===== config.mk =====
export PLATFORM = sky130hd
export DESIGN_NAME = key_debounce_event_detector
export DESIGN_NICKNAME = d
export VERILOG_FILES = /design/src/hdl/kde_pkg.sv /design/src/hdl/key_debounce_event_detector.sv /design/src/hdl/kde_cfg_regs.sv /design/src/hdl/kde_key_cell.sv
export SDC_FILE = /design/constraint.sdc
export NUM_CORES = 1
export LEC_CHECK = 0
export BUFFER_PORTS_ARGS = -buffer_cell sky130_fd_sc_hd__buf_4
export CORE_ASPECT_RATIO = 2
export CORE_MARGIN = 3
export CORE_UTILIZATION = 45
export CTS_CLUSTER_SIZE = 14
export DETAILED_ROUTE_END_ITERATION = 10
export GPL_ROUTABILITY_DRIVEN = 0
export PLACE_DENSITY_LB_ADDON = 0.12
export SLEW_MARGIN = 10
export SYNTH_ARGS = -nofsm -noshare
export SYNTH_HDL_FRONTEND = slang
export SYNTH_SLANG_ARGS = --single-unit

===== constraint.sdc =====
create_clock -name clk -period 9.5 [get_ports clk]
set_input_delay 1.9 -clock clk [delete_from_list [all_inputs] [get_ports clk]]
set_output_delay 1.9 -clock clk [all_outputs]
set_load 0.01 [all_outputs]

===== src/hdl/kde_pkg.sv =====
// Shared types and constants of the key debounce and event detector.
package kde_pkg;

	localparam int STEP_W      = 8;
	localparam int CFG_W       = 16;
	localparam int CFG_INDEX_W = 3;
	localparam int KIND_W      = 2;
	localparam int KEY_W       = 2;
	localparam int PIN_BITS    = 4;
	localparam int MASK_BITS   = 4;

	// item kinds
	localparam logic [KIND_W-1:0] KIND_SCAN          = 2'd0;
	localparam logic [KIND_W-1:0] KIND_TAKE_PRESSED  = 2'd1;
	localparam logic [KIND_W-1:0] KIND_TAKE_RELEASED = 2'd2;

	// register indexes
	localparam logic [CFG_INDEX_W-1:0] REG_SCAN_STEP     = 3'd0;
	localparam logic [CFG_INDEX_W-1:0] REG_DEBOUNCE      = 3'd1;
	localparam logic [CFG_INDEX_W-1:0] REG_PRESSED_HOLD  = 3'd2;
	localparam logic [CFG_INDEX_W-1:0] REG_RELEASED_HOLD = 3'd3;
	localparam logic [CFG_INDEX_W-1:0] REG_LONG_PRESS    = 3'd4;

	// register reset values
	localparam logic [STEP_W-1:0] RST_SCAN_STEP     = 8'd10;
	localparam logic [CFG_W-1:0]  RST_DEBOUNCE      = 16'd20;
	localparam logic [CFG_W-1:0]  RST_PRESSED_HOLD  = 16'd200;
	localparam logic [CFG_W-1:0]  RST_RELEASED_HOLD = 16'd200;
	localparam logic [CFG_W-1:0]  RST_LONG_PRESS    = 16'd1000;

	typedef struct packed {
		logic [STEP_W-1:0] scan_step;
		logic [CFG_W-1:0]  debounce;
		logic [CFG_W-1:0]  pressed_hold;
		logic [CFG_W-1:0]  released_hold;
		logic [CFG_W-1:0]  long_hold;
	} kde_cfg_t;

	typedef struct packed {
		logic enable;
		logic scan;
		logic take_pressed;
		logic take_released;
	} kde_cmd_t;

	typedef struct packed {
		logic down;
		logic pressed;
		logic released;
		logic held_long;
		logic taken;
	} kde_flags_t;

	typedef struct packed {
		logic                 taken;
		logic [MASK_BITS-1:0] long_mask;
		logic [MASK_BITS-1:0] released_mask;
		logic [MASK_BITS-1:0] pressed_mask;
		logic [MASK_BITS-1:0] down_mask;
	} kde_result_t;

	localparam int RESULT_W = $bits(kde_result_t);
	localparam int OUT_DATA_W = ((RESULT_W + 7) / 8) * 8;

endpackage


===== src/hdl/key_debounce_event_detector.sv =====
// Top level of the key debounce and event detector.
//
// Channels: an input stream (s_tvalid/s_tready/s_tdata/s_tuser) carries one
// transaction per item. s_tuser holds the item kind: scan tick, take pressed
// flag or take released flag. A scan tick brings every raw pin level at once
// (low means pressed); a take names one key and clears its one-shot flag.
// The output stream (m_*) returns exactly one result per item: the debounced
// down mask, the pending pressed and released masks, the long-press mask and
// a taken bit, all as they stand after that item.
// Configuration writes go through cfg_valid/cfg_ready with an index and data;
// cfg_ready is always high. Write only while no item is in flight.
// An accepted item is held in the input register; the per-key update then
// loads the result register from it. Throughput: one item per cycle while
// m_tready allows, set by the single per-key update between those two
// registers.
// Reset: every key released, all flags and counters zero, registers at their
// default values, both stages empty.
// Stall: a result held by a low m_tready stays put; one more item waits in
// the input register, after which s_tready drops until the result drains.
module key_debounce_event_detector
	import kde_pkg::*;
#(
	parameter int NUM_KEYS    = 4,
	parameter int COUNT_WIDTH = 16
) (
	input  logic                   clk,
	input  logic                   arst_n,
	input  logic                   s_tvalid,
	output logic                   s_tready,
	input  logic [7:0]             s_tdata,   // key_index [1:0], raw_pins [5:2]
	input  logic [KIND_W-1:0]      s_tuser,   // kind [1:0]
	output logic                   m_tvalid,
	input  logic                   m_tready,
	output logic [OUT_DATA_W-1:0]  m_tdata,   // down_mask [3:0], pressed_mask [7:4],
	                                          // released_mask [11:8], long_mask [15:12],
	                                          // taken [16]
	input  logic                   cfg_valid,
	output logic                   cfg_ready,
	input  logic [CFG_INDEX_W-1:0] cfg_index,
	input  logic [CFG_W-1:0]       cfg_data
);

	kde_cfg_t cfg;

	assign cfg_ready = 1'b1;

	kde_cfg_regs u_cfg (
		.clk      (clk),
		.arst_n   (arst_n),
		.wr_en    (cfg_valid && cfg_ready),
		.wr_index (cfg_index),
		.wr_data  (cfg_data),
		.cfg      (cfg)
	);

	// Input register stage.
	logic                valid_s1;
	logic [KIND_W-1:0]   kind_s1;
	logic [KEY_W-1:0]    key_s1;
	logic [PIN_BITS-1:0] pins_s1;

	// Result register.
	logic        out_valid_q;
	kde_result_t result_q;

	logic advance;

	// Advance the input stage whenever the result register is free or drains.
	assign advance  = valid_s1 && (!out_valid_q || m_tready);
	assign s_tready = !valid_s1 || advance;

	always_ff @(posedge clk or negedge arst_n) begin
		if (!arst_n) begin
			valid_s1 <= 1'b0;
		end else if (s_tready) begin
			valid_s1 <= s_tvalid;
		end
	end

	always_ff @(posedge clk) begin
		if (s_tready && s_tvalid) begin
			kind_s1 <= s_tuser;
			key_s1  <= s_tdata[KEY_W-1:0];
			pins_s1 <= s_tdata[KEY_W+PIN_BITS-1:KEY_W];
		end
	end

	// Per-key update.
	kde_flags_t           flags_next [NUM_KEYS];
	logic [NUM_KEYS-1:0]  taken_vec;
	kde_result_t          result_next;

	for (genvar k = 0; k < NUM_KEYS; k++) begin : g_key
		kde_cmd_t cmd;
		logic     raw_down;
		logic     addressed;

		if (k < PIN_BITS) begin : g_pin
			// pins are active low
			assign raw_down  = !pins_s1[k];
			assign addressed = (key_s1 == KEY_W'(k));
		end else begin : g_no_pin
			// no pin: reads high, i.e. released, and cannot be addressed
			assign raw_down  = 1'b0;
			assign addressed = 1'b0;
		end

		assign cmd.enable        = advance;
		assign cmd.scan          = kind_s1 == KIND_SCAN;
		assign cmd.take_pressed  = addressed && (kind_s1 == KIND_TAKE_PRESSED);
		assign cmd.take_released = addressed && (kind_s1 == KIND_TAKE_RELEASED);

		kde_key_cell #(
			.COUNT_WIDTH (COUNT_WIDTH)
		) u_cell (
			.clk        (clk),
			.arst_n     (arst_n),
			.cfg        (cfg),
			.cmd        (cmd),
			.raw_down   (raw_down),
			.flags_next (flags_next[k])
		);

		assign taken_vec[k] = flags_next[k].taken;
	end

	// Gather the masks; only the first keys fit the mask width.
	for (genvar m = 0; m < MASK_BITS; m++) begin : g_mask
		if (m < NUM_KEYS) begin : g_live
			assign result_next.down_mask[m]     = flags_next[m].down;
			assign result_next.pressed_mask[m]  = flags_next[m].pressed;
			assign result_next.released_mask[m] = flags_next[m].released;
			assign result_next.long_mask[m]     = flags_next[m].held_long;
		end else begin : g_pad
			assign result_next.down_mask[m]     = 1'b0;
			assign result_next.pressed_mask[m]  = 1'b0;
			assign result_next.released_mask[m] = 1'b0;
			assign result_next.long_mask[m]     = 1'b0;
		end
	end

	assign result_next.taken = |taken_vec;

	always_ff @(posedge clk or negedge arst_n) begin
		if (!arst_n) begin
			out_valid_q <= 1'b0;
		end else if (advance) begin
			out_valid_q <= 1'b1;
		end else if (m_tready) begin
			out_valid_q <= 1'b0;
		end
	end

	always_ff @(posedge clk) begin
		if (advance) begin
			result_q <= result_next;
		end
	end

	assign m_tvalid = out_valid_q;
	assign m_tdata  = OUT_DATA_W'(result_q);

`ifndef SYNTHESIS
	// A scan tick never reports a taken flag.
	assert property (@(posedge clk) disable iff (!arst_n)
		advance && (kind_s1 == KIND_SCAN) |=> !result_q.taken)
		else $error("taken set on a scan tick");

	// Long press only on a key that is down.
	assert property (@(posedge clk) disable iff (!arst_n)
		out_valid_q |-> ((result_q.long_mask & ~result_q.down_mask) == '0))
		else $error("long press on a released key");

	// Input back-pressure only when both stages hold data and the sink stalls.
	assert property (@(posedge clk) disable iff (!arst_n)
		!s_tready |-> (valid_s1 && out_valid_q && !m_tready))
		else $error("input stalled without cause");

	// Every advanced item produces a result.
	assert property (@(posedge clk) disable iff (!arst_n)
		advance |=> out_valid_q)
		else $error("advanced item lost");
`endif

endmodule


===== src/hdl/kde_cfg_regs.sv =====
// Configuration register file of the key debounce and event detector.
module kde_cfg_regs
	import kde_pkg::*;
(
	input  logic                   clk,
	input  logic                   arst_n,
	input  logic                   wr_en,
	input  logic [CFG_INDEX_W-1:0] wr_index,
	input  logic [CFG_W-1:0]       wr_data,
	output kde_cfg_t               cfg
);

	kde_cfg_t cfg_q;

	always_ff @(posedge clk or negedge arst_n) begin
		if (!arst_n) begin
			cfg_q.scan_step     <= RST_SCAN_STEP;
			cfg_q.debounce      <= RST_DEBOUNCE;
			cfg_q.pressed_hold  <= RST_PRESSED_HOLD;
			cfg_q.released_hold <= RST_RELEASED_HOLD;
			cfg_q.long_hold     <= RST_LONG_PRESS;
		end else if (wr_en) begin
			unique case (wr_index)
				REG_SCAN_STEP:     cfg_q.scan_step     <= wr_data[STEP_W-1:0];
				REG_DEBOUNCE:      cfg_q.debounce      <= wr_data;
				REG_PRESSED_HOLD:  cfg_q.pressed_hold  <= wr_data;
				REG_RELEASED_HOLD: cfg_q.released_hold <= wr_data;
				REG_LONG_PRESS:    cfg_q.long_hold     <= wr_data;
				default: ;
			endcase
		end
	end

	assign cfg = cfg_q;

endmodule


===== src/hdl/kde_key_cell.sv =====
// Per-key debounce filter, one-shot flags and long-press timer.
module kde_key_cell
	import kde_pkg::*;
#(
	parameter int COUNT_WIDTH = 16
) (
	input  logic       clk,
	input  logic       arst_n,
	input  kde_cfg_t   cfg,
	input  kde_cmd_t   cmd,
	input  logic       raw_down,
	output kde_flags_t flags_next
);

	localparam int CMP_W = (COUNT_WIDTH > CFG_W) ? COUNT_WIDTH : CFG_W;

	function automatic logic [COUNT_WIDTH-1:0] sat_add(
		input logic [COUNT_WIDTH-1:0] c,
		input logic [STEP_W-1:0]      s
	);
		logic [COUNT_WIDTH:0] sum;
		sum = {1'b0, c} + (COUNT_WIDTH + 1)'(s);
		return sum[COUNT_WIDTH] ? {COUNT_WIDTH{1'b1}} : sum[COUNT_WIDTH-1:0];
	endfunction

	function automatic logic reached(
		input logic [COUNT_WIDTH-1:0] c,
		input logic [CFG_W-1:0]       th
	);
		return CMP_W'(c) >= CMP_W'(th);
	endfunction

	logic                   stable_q, pf_q, rf_q, lf_q;
	logic [COUNT_WIDTH-1:0] deb_q, hold_q, page_q, rage_q;

	logic                   stable_n, pf_n, rf_n, lf_n, taken_n;
	logic [COUNT_WIDTH-1:0] deb_n, hold_n, page_n, rage_n;
	logic [COUNT_WIDTH-1:0] deb_sum, hold_sum, page_base, rage_base, page_sum, rage_sum;
	logic                   rise, fall, pf_set, rf_set;

	// The previous level always equals the stable level between scans,
	// so stable_q serves as the edge reference.
	always_comb begin
		stable_n  = stable_q;
		deb_n     = deb_q;
		pf_n      = pf_q;
		rf_n      = rf_q;
		lf_n      = lf_q;
		hold_n    = hold_q;
		page_n    = page_q;
		rage_n    = rage_q;
		taken_n   = 1'b0;
		deb_sum   = sat_add(deb_q, cfg.scan_step);
		hold_sum  = sat_add(hold_q, cfg.scan_step);
		rise      = 1'b0;
		fall      = 1'b0;
		if (cmd.scan) begin
			if (raw_down == stable_q) begin
				deb_n = '0;
			end else begin
				deb_n = deb_sum;
				if (reached(deb_sum, cfg.debounce)) begin
					stable_n = raw_down;
					deb_n    = '0;
				end
			end
			rise = !stable_q && stable_n;
			fall = stable_q && !stable_n;
		end
		pf_set    = pf_q | rise;
		rf_set    = rf_q | fall;
		page_base = rise ? '0 : page_q;
		rage_base = fall ? '0 : rage_q;
		page_sum  = sat_add(page_base, cfg.scan_step);
		rage_sum  = sat_add(rage_base, cfg.scan_step);
		if (cmd.scan) begin
			pf_n   = pf_set;
			page_n = page_base;
			if (pf_set) begin
				page_n = page_sum;
				if (reached(page_sum, cfg.pressed_hold)) begin
					pf_n = 1'b0;
				end
			end
			rf_n   = rf_set;
			rage_n = rage_base;
			if (rf_set) begin
				rage_n = rage_sum;
				if (reached(rage_sum, cfg.released_hold)) begin
					rf_n = 1'b0;
				end
			end
			if (stable_n) begin
				hold_n = hold_sum;
				if (reached(hold_sum, cfg.long_hold)) begin
					lf_n = 1'b1;
				end
			end else begin
				hold_n = '0;
				lf_n   = 1'b0;
			end
		end else begin
			taken_n = (cmd.take_pressed && pf_q) || (cmd.take_released && rf_q);
			pf_n    = pf_q && !cmd.take_pressed;
			rf_n    = rf_q && !cmd.take_released;
		end
	end

	always_ff @(posedge clk or negedge arst_n) begin
		if (!arst_n) begin
			stable_q <= 1'b0;
			pf_q     <= 1'b0;
			rf_q     <= 1'b0;
			lf_q     <= 1'b0;
			deb_q    <= '0;
			hold_q   <= '0;
			page_q   <= '0;
			rage_q   <= '0;
		end else if (cmd.enable) begin
			stable_q <= stable_n;
			pf_q     <= pf_n;
			rf_q     <= rf_n;
			lf_q     <= lf_n;
			deb_q    <= deb_n;
			hold_q   <= hold_n;
			page_q   <= page_n;
			rage_q   <= rage_n;
		end
	end

	assign flags_next.down      = stable_n;
	assign flags_next.pressed   = pf_n;
	assign flags_next.released  = rf_n;
	assign flags_next.held_long = lf_n;
	assign flags_next.taken     = taken_n;

endmodule


==> results of run 1 <==
## repair_timing
action                     CTS  global route
setup endpoints to repair    0             3
hold buffers                 0             0
gates resized for setup      0             3
## worst max-delay path, delay by kind of cell, from the launching register on
kind                       cells  cell delay [ns]
adders and majority gates      4             1.40
DFF                            1             0.83
buffers and inverters          1             0.24
xor gates and xnor gates       1             0.14
AOI/OAI and AO/OA             15             3.91
and+or+nand+nor               10             2.09
## flip-flops by register name, summed over array words and instances, names as in the netlist
register               flops
g_key.u_cell.stable_q      4
pins_s1                    4
g_key.u_cell.pf_q          4
m_tdata                   17
g_key.u_cell.page_q       64
valid_s1                   1
g_key.u_cell.lf_q          4
m_tvalid                   1
u_cfg.cfg                 72
kind_s1                    2
key_s1                     2
g_key.u_cell.rage_q       64
g_key.u_cell.deb_q        64
g_key.u_cell.rf_q          4
g_key.u_cell.hold_q       64
## synthesized netlist by cell type, types with 13 or more instances
cell type / count
sky130_fd_sc_hd__xor2_1: 53
sky130_fd_sc_hd__nor3_1: 66
sky130_fd_sc_hd__a211oi_1: 55
sky130_fd_sc_hd__o211ai_1: 16
sky130_fd_sc_hd__a31o_2: 14
sky130_fd_sc_hd__dfstp_2: 16
sky130_fd_sc_hd__clkbuf_1: 83
sky130_fd_sc_hd__inv_1: 142
sky130_fd_sc_hd__nand4_1: 34
sky130_fd_sc_hd__edfxtp_1: 25
sky130_fd_sc_hd__nand3_1: 97
sky130_fd_sc_hd__dfrtp_1: 330
sky130_fd_sc_hd__xnor2_1: 89
sky130_fd_sc_hd__a22o_1: 50
sky130_fd_sc_hd__o2111ai_1: 13
sky130_fd_sc_hd__nand2b_1: 51
sky130_fd_sc_hd__or2_2: 19
sky130_fd_sc_hd__nand2_1: 361
sky130_fd_sc_hd__ha_1: 384
sky130_fd_sc_hd__o21bai_1: 18
sky130_fd_sc_hd__o31ai_1: 20
sky130_fd_sc_hd__and3_1: 62
sky130_fd_sc_hd__buf_4: 14
sky130_fd_sc_hd__o21ai_0: 275
sky130_fd_sc_hd__mux2_2: 55
sky130_fd_sc_hd__a21oi_1: 246
sky130_fd_sc_hd__a31oi_1: 85
sky130_fd_sc_hd__buf_2: 25
sky130_fd_sc_hd__a21o_1: 76
sky130_fd_sc_hd__and2_1: 74
sky130_fd_sc_hd__nor2_1: 256
sky130_fd_sc_hd__o21a_1: 64
sky130_fd_sc_hd__o22a_1: 20
sky130_fd_sc_hd__nor2b_1: 63
sky130_fd_sc_hd__fa_1: 16
## layout by cell type, fill, tap and decap left out, types with 14 or more instances in the layout
cell | netlist | layout
sky130_fd_sc_hd__nor2b_1 | 63 | 63
sky130_fd_sc_hd__nand3_1 | 97 | 96
sky130_fd_sc_hd__buf_4 | 14 | 108
sky130_fd_sc_hd__and3_1 | 62 | 62
sky130_fd_sc_hd__o21ai_0 | 275 | 275
sky130_fd_sc_hd__nor3_1 | 66 | 65
sky130_fd_sc_hd__ha_1 | 384 | 384
sky130_fd_sc_hd__a211oi_1 | 55 | 54
sky130_fd_sc_hd__dfrtp_1 | 330 | 330
sky130_fd_sc_hd__o22a_1 | 20 | 20
sky130_fd_sc_hd__a21oi_1 | 246 | 245
sky130_fd_sc_hd__a21o_1 | 76 | 76
sky130_fd_sc_hd__nor2_1 | 256 | 253
sky130_fd_sc_hd__clkbuf_16 | 0 | 44
sky130_fd_sc_hd__a22o_1 | 50 | 50
sky130_fd_sc_hd__mux2_2 | 55 | 55
sky130_fd_sc_hd__a31oi_1 | 85 | 85
sky130_fd_sc_hd__nand4_1 | 34 | 34
sky130_fd_sc_hd__a31o_2 | 14 | 14
sky130_fd_sc_hd__o21a_1 | 64 | 64
sky130_fd_sc_hd__o31ai_1 | 20 | 20
sky130_fd_sc_hd__inv_1 | 142 | 141
sky130_fd_sc_hd__and2_1 | 74 | 74
sky130_fd_sc_hd__edfxtp_1 | 25 | 25
sky130_fd_sc_hd__or2_2 | 19 | 19
sky130_fd_sc_hd__nand2_1 | 361 | 360
sky130_fd_sc_hd__o211ai_1 | 16 | 16
sky130_fd_sc_hd__xor2_1 | 53 | 53
sky130_fd_sc_hd__o21bai_1 | 18 | 18
sky130_fd_sc_hd__xnor2_1 | 89 | 89
sky130_fd_sc_hd__dfstp_2 | 16 | 16
sky130_fd_sc_hd__fa_1 | 16 | 16
sky130_fd_sc_hd__nand2b_1 | 51 | 51
## path summary, 6_finish.rpt
kind,cells after the start,slack (ns),endpoint
min in group asynchronous,1,1.28,g_key[2].u_cell.rage_q[5]$_DFFE_PN0P_
worst min-delay path,2,0.48,g_key[0].u_cell.hold_q[2]$_DFFE_PN0P_
worst max-delay path,31,0.70,m_tdata[4]$_DFFE_PP_
worst max register to register,31,0.70,m_tdata[4]$_DFFE_PP_
max in group asynchronous,3,6.17,g_key[2].u_cell.hold_q[13]$_DFFE_PN0P_
worst min register to register,2,0.48,g_key[0].u_cell.hold_q[2]$_DFFE_PN0P_
## cell families (layout without fill, tap and decap cells)
group | count (synthesis) | in the layout | synth area share (%)
compound gates | 1068 | 1068 | 22.8
xor+xnor | 142 | 142 | 4.13
fa+ha+maj | 400 | 400 | 17.0
buf+inv | 268 | 327 | 3.62
flops | 371 | 371 | 31.3
mux | 67 | 67 | 2.49
other cells | 2 | 9 | 0.0250
simple gates | 1152 | 1152 | 18.6
## where the power goes
group          internal (mW)  switching, mW
clock                  0.998          0.742
combinational           1.23           1.80
sequential              1.82          0.179
total                   4.04           2.72
## layout make-up
| class | count | area, um^2 |
|---|---|---|
| Sequential cell | 371 | 9430 |
| Tap cell | 877 | 1100 |
| Antenna cell | 1 | 2.50 |
| Clock inverter | 25 | 263 |
| Timing Repair Buffer | 109 | 826 |
| Fill cell | 6335 | 33000 |
| Multi-Input combinational cell | 2837 | 19600 |
| Inverter | 142 | 533 |
| Clock buffer | 51 | 1150 |
## through the flow
stage | cells | power, mW | instance area (um^2) | worst slack [ns] | hold WS [ns]
finish | 4413 | 6.76 | 32900 | 0.699 | 0.479
global route | 4412 | 7.28 | 32900 | 0.127 | 0.509
CTS | 4412 | 6.80 | 32900 | 0.654 | 0.482
detailed placement | 4336 | 5.03 | 31500 | 0.703 | 0.468
global placement | 4336 | 4.92 | 31500 | 0.778 | 0.457
floorplan | 3476 | 4.11 | 30100 | 1.66 | 0.442
## layer usage
layer | up-vias | track usage, % | share of wire (%)
li1 | 12700 | - | -
met1 | 13200 | 30.0 | 38
met2 | 726 | 49.6 | 51
met3 | 309 | 2.94 | 4.4
met4 | 0 | 16.2 | 6.8
met5 | - | 0 | 0
==> key figures, run 1 <==
Worst hold path
  – Min-delay src: g_key[0].u_cell.hold_q[2]$_DFFE_PN0P_
  – Hold crit path type: reg2reg

Global route
  – Global-route wire length before repair: 149,000 um
  – Overall track demand over capacity in global routing: 27.1%
  – Leftover overflow at the end of global routing: 0
  – Number of antenna violations at the first check in global routing: 3
  – Largest net degree at the start of global routing: 75
  – Via count of the first global-routing pass: 27,300

Clocking
  – Clock Sink Count: 371
  – Clock insertion delay at the later pin of the skew report: 0.58 ns
  – CTS root buffer: sky130_fd_sc_hd__clkbuf_16
  – CTS H-Tree Depth: 2
  – Inserted Clock Buffers: 41
  – Post-CTS Repair Setup Buffers: 0
  – Buffers from clock root to sink, at most: 3
  – CTS tree: done
  – Clk pin slew, worst setup/hold paths: 0.06 ns

Power and ir drop
  – Cell area power density: 205 nW/um^2
  – IR Drop Worst-Case VDD: 0.129 mV
  – Lkg Pwr: 15.6 nW

Run status
  – Run status: complete, no violations

Worst setup path
  – Endpoint required time on the critical path: 9.92 ns
  – Longest individual stage delay on the worst path: 0.83 ns
  – Critical path's slowest cell: sky130_fd_sc_hd__dfstp_2
  – Critical Path Sink Type: flip-flop
  – Worst EP arrival: 9.22 ns
  – Reg2Reg Launch Point: u_cfg.cfg[65]$_DFFE_PN1P_
  – Critical Path Fanout Max: 17
  – Worst setup path startpoint: u_cfg.cfg[65]$_DFFE_PN1P_
  – Setup crit start kind: flip-flop
  – Setup CP Type: reg2reg

Routing
  – Final wirelength: 95,900 um
  – Mean routed wirelength per cell: 21.7 um
  – Detailed-route via count: 27,000
  – Count of TritonRoute iterations in the first routing pass: 5
  – Violation count after the first detailed-route iteration: 1,497
  – Count of antenna-violating nets left after detailed routing: 0
  – Avg Vias per Cell: 6.11
  – DRC violation count after routing: 0

Timing
  – Minimum clock period: 8.80 ns
  – Setup repair after global routing missed its margin: false
  – Setup violations, final: 0
  – Maximum clock skew at final layout: 0.0151 ns
  – Endpoints failing hold: 0
  – Highest clock frequency the design can meet: 0.114 GHz
  – Fraction of the cycle the final worst path needs: 92.6%
  – Slew at the pin with the worst max-slew slack: 1.09 ns
  – Setup total negative slack: 0 ns
  – Headroom to the max-slew limit: 27.0%
  – Pins over their slew limit: 0

Logic synthesis
  – Mean area per synthesized cell: 8.67 um^2
  – Cell type with the highest aggregate area in the netlist: sky130_fd_sc_hd__dfrtp_1
  – Top area cells in the synthesized netlist: sky130_fd_sc_hd__dfrtp_1 (27%), sky130_fd_sc_hd__ha_1 (16%), sky130_fd_sc_hd__o21ai_0 (4.6%)
  – Number of flops mapped to enable cells by yosys: 25
  – Post-synth top area share: 27.4%
  – Sequential element share of the synthesized area: 31.3%
  – Count of different cell masters after synthesis: 91
  – Synthesis-stage register bit count: 371
  – Area of the mapped netlist: 30,100 um^2
  – Gate count after technology mapping: 3,470
  – Warning count from the yosys run: 0
  – Share of synthesized registers carrying an async set or reset: 93.3%
  – Primary flip-flop cell chosen by synthesis mapping: sky130_fd_sc_hd__dfrtp_1

Job
  – Max capacitance violation total: 0

Die
  – Num rows: 133
  – # IOs: 61
  – Die area: 70,200 um^2
  – Initial core utilization: 45.7%
  – Vertical extent of the die: 372 um
  – Core box area: 65,900 um^2
  – Horizontal extent of the die: 189 um

Cells and area
  – Proportion of layout cells with a drive suffix above 1: 9.05%
  – Final core occ: 50.0%
  – Area overhead of the layout relative to synthesis: 9.47%
  – Final Net Count: 3,936

Place
  – Port Buf Inserts: 50
  – Dpl hpwl: 70,300 um
No activity file was read; power rests on OpenSTA's default activity.
==> run 2, diff against run 1 <==
Settings changed: CELL_PAD_IN_SITES_DETAIL_PLACEMENT set to 1, CELL_PAD_IN_SITES_GLOBAL_PLACEMENT set to 1, CTS_BUF_LIST set to sky130_fd_sc_hd__clkbuf_8 sky130_fd_sc_hd__clkbuf_16, SKIP_LAST_GASP set to 1.
==> run 2 against run 1 <==
Non-clock buffer count shrank 8. Die area stayed put. Final cell count shrank 0.18%. Sequential power is essentially flat. Core utilization is 0.087 points lower. Worst hold slack gained 0.00089 ns. Critical path type unchanged. Clock-buffer cell count decreased by 3. Critical endpoint is now g_key[3].u_cell.rf_q$_DFFE_PN0P_. First-iteration DRC count is 20% lower. Final area fell by 0.17%. Critical path depth rose by 2.
==> key figures, run 2 (same netlist as run 1, synthesis figures left out) <==
Run status
  – Run status: complete, no violations

Place
  – Placed cell count: 4,328 (-0.18%)
  – Dpl hpwl: 76,700 um (+9.1%)
  – Port Buf Inserts: 50 (unchanged)
  – Setup slack at placement: 0.402 ns (-0.301 ns)
  – Placed inst area: 31,500 um^2 (about the same)

Cells and area
  – Final core occ: 49.9% (-0.087 points)
  – Final Non-Filler Cells: 4,405 (-0.18%)
  – Fill cells: 7,836 (+24%)
  – Commonest cells after routing, fill and taps aside: sky130_fd_sc_hd__ha_1 (384), sky130_fd_sc_hd__nand2_1 (360), sky130_fd_sc_hd__dfrtp_1 (330), sky130_fd_sc_hd__o21ai_0 (275), sky130_fd_sc_hd__nor2_1 (253)
  – Area overhead of the layout relative to synthesis: 9.28%
  – Design area: 32,900 um^2 (-0.17%)
  – Largest register FFs: 72 (unchanged)
  – Most frequent standard cell in the layout excluding fill and tap cells: sky130_fd_sc_hd__ha_1
  – Final Net Count: 3,928 (-0.20%)
  – Proportion of layout cells with a drive suffix above 1: 8.85% (-0.21 points)

Die
  – # IOs: 61 (unchanged)
  – Horizontal extent of the die: 189 um (unchanged)
  – Vertical extent of the die: 372 um (unchanged)
  – Core box area: 65,900 um^2 (unchanged)
  – Initial core utilization: 45.7% (unchanged)
  – Num rows: 133 (unchanged)
  – Die area: 70,200 um^2 (unchanged)

Timing
  – Setup repair after global routing missed its margin: true
  – Setup violations, final: 0 (unchanged)
  – Pins over their slew limit: 0 (unchanged)
  – Slew at the pin with the worst max-slew slack: 1.16 ns (+0.0691 ns)
  – Maximum clock skew at final layout: 0.0267 ns (+0.0116 ns)
  – Final WS setup: 0.493 ns (-0.207 ns)
  – Headroom to the max-slew limit: 22.5% (-4.5 points)
  – Highest clock frequency the design can meet: 0.111 GHz (-2.3%)
  – Fraction of the cycle the final worst path needs: 94.8% (+2.2 points)
  – Endpoints failing hold: 0 (unchanged)
  – Minimum clock period: 9.01 ns (+0.207 ns)

Power and ir drop
  – PnR Total Power: 6.79 mW (+0.41%)
  – Lkg Pwr: 15.6 nW (about the same)
  – IR Drop Worst-Case VDD: 0.142 mV (+9.6%)
  – Cell area power density: 206 nW/um^2 (+0.58%)

Clocking
  – CTS H-Tree Depth: 2 (unchanged)
  – Buffers from clock root to sink, at most: 3 (unchanged)
  – Clk pin slew, worst setup/hold paths: 0.06 ns (about the same)
  – CTS root buffer: sky130_fd_sc_hd__clkbuf_16
  – Count of hold-fix buffers inserted at cts: 0 (unchanged)
  – CTS tree: done
  – Clock insertion delay at the later pin of the skew report: 0.59 ns (about the same)
  – Post-CTS Repair Setup Buffers: 0 (unchanged)
  – Inserted Clock Buffers: 41 (unchanged)
  – Clock Sink Count: 371 (unchanged)

Global route
  – Number of antenna violations at the first check in global routing: 2 (-1)
  – Met3 Track Usage GR: 3.01% (+0.066 points)
  – Leftover overflow at the end of global routing: 0 (unchanged)
  – Largest net degree at the start of global routing: 150 (+100%)
  – Global-route wire length before repair: 165,000 um (+10%)
  – Global routing usage on met2: 54.7% (+5.1 points)
  – Top Usage Layer GRT: met2
  – Overall track demand over capacity in global routing: 29.6% (+2.5 points)
  – Met1 track demand over resource in global routing: 32.6% (+2.5 points)
  – Via count of the first global-routing pass: 29,900 (+9.6%)

Worst setup path
  – Worst EP arrival: 9.48 ns (+0.26 ns)
  – Setup CP Type: reg2reg
  – Longest individual stage delay on the worst path: 0.60 ns (-0.23 ns)
  – Setup crit start kind: flip-flop
  – Critical Path Fanout Max: 21 (+4)
  – Critical Path Sink Type: flip-flop
  – Endpoint required time on the critical path: 9.97 ns (+0.05 ns)
  – Critical path's slowest cell: sky130_fd_sc_hd__dfrtp_1

Routing
  – Final wirelength: 105,000 um (+9.0%)
  – DRC violation count after routing: 0 (unchanged)
  – Detailed-route via count: 27,400 (+1.5%)
  – Count of TritonRoute iterations in the first routing pass: 5 (unchanged)
  – Violation count after the first detailed-route iteration: 1,191 (-20%)
  – Count of antenna-violating nets left after detailed routing: 0 (unchanged)
  – Avg Vias per Cell: 6.22 (+1.7%)
  – Mean routed wirelength per cell: 23.7 um (+9.2%)

Job
  – Max capacitance violation total: 0 (unchanged)

Worst hold path
  – Hold crit path type: reg2reg
==> run 2: cell count changes in the layout (fill, tap and decap cells not counted), moves of 3 or more <==
cell / previous run / this run
sky130_fd_sc_hd__clkbuf_1: 5 / 0
sky130_fd_sc_hd__inv_1: 141 / 155
sky130_fd_sc_hd__buf_4: 108 / 97
sky130_fd_sc_hd__buf_12: 0 / 3
sky130_fd_sc_hd__clkbuf_8: 2 / 5
sky130_fd_sc_hd__clkinv_1: 6 / 1
==> run 2: repair_timing <==
| item | 4_1_cts | 5_1_grt |
|---|---|---|
| endpoints found under the hold margin | 0 | 0 |
| endpoints found under the setup margin | 0 | 8 |
| resized for setup | 0 | 5 |
==> run 2: layout make-up <==
cell class / instances / area (um^2) / area share [%]
multi-input cells: 2837 / 19700 / 59.8
flip-flops and latches: 371 / 9430 / 28.7
clock buffers: 48 / 1140 / 3.48
well taps: 877 / 1100 / 3.34
repair buffers: 101 / 803 / 2.44
inverters: 142 / 533 / 1.62
clock inverters: 28 / 210 / 0.639
diodes: 1 / 2.50 / 0.00761
==> run 2: power by group <==
| group | switching [mW] | internal [mW] |
|---|---|---|
| Sequential | 0.184 | 1.82 |
| Clock | 0.732 | 0.941 |
| Combinational | 1.88 | 1.24 |
==> run 2: final timing paths <==
path,from,to,slack [ns],cells after the start
max reg2reg,u_cfg.cfg[64]$_DFFE_PN0P_,g_key[3].u_cell.rf_q$_DFFE_PN0P_,0.49,33
min reg2reg,g_key[1].u_cell.hold_q[6]$_DFFE_PN0P_,g_key[1].u_cell.hold_q[6]$_DFFE_PN0P_,0.48,1
max in group asynchronous,arst_n,g_key[2].u_cell.deb_q[6]$_DFFE_PN0P_,6.75,2
min in group asynchronous,arst_n,g_key[1].u_cell.rage_q[14]$_DFFE_PN0P_,1.28,1
max,u_cfg.cfg[64]$_DFFE_PN0P_,g_key[3].u_cell.rf_q$_DFFE_PN0P_,0.49,33
min,g_key[1].u_cell.hold_q[6]$_DFFE_PN0P_,g_key[1].u_cell.hold_q[6]$_DFFE_PN0P_,0.48,1
==> run 2: per-layer routing <==
metal  up-vias  wire [um]
li1      12700          -
met1     13800      40200
met2       539      53600
met3       340       3290
met4         2       7420
met5         -         12
==> run 2: through the flow <==
stage,hold slack [ns],setup TNS [ns]
after detailed placement,0.468,0
after CTS,0.484,0
after global routing,0.505,-0.0596
final,0.479,0
after global placement,0.457,0
after floorplan,0.442,0
==> run 2: critical path, delay by kind of cell, from the launching register on <==
family          cells  cell delay (ns)
fa+ha+maj           5             1.72
flops               1             0.60
buf+inv             1             0.34
compound gates     16             3.74
simple gates       11             2.51
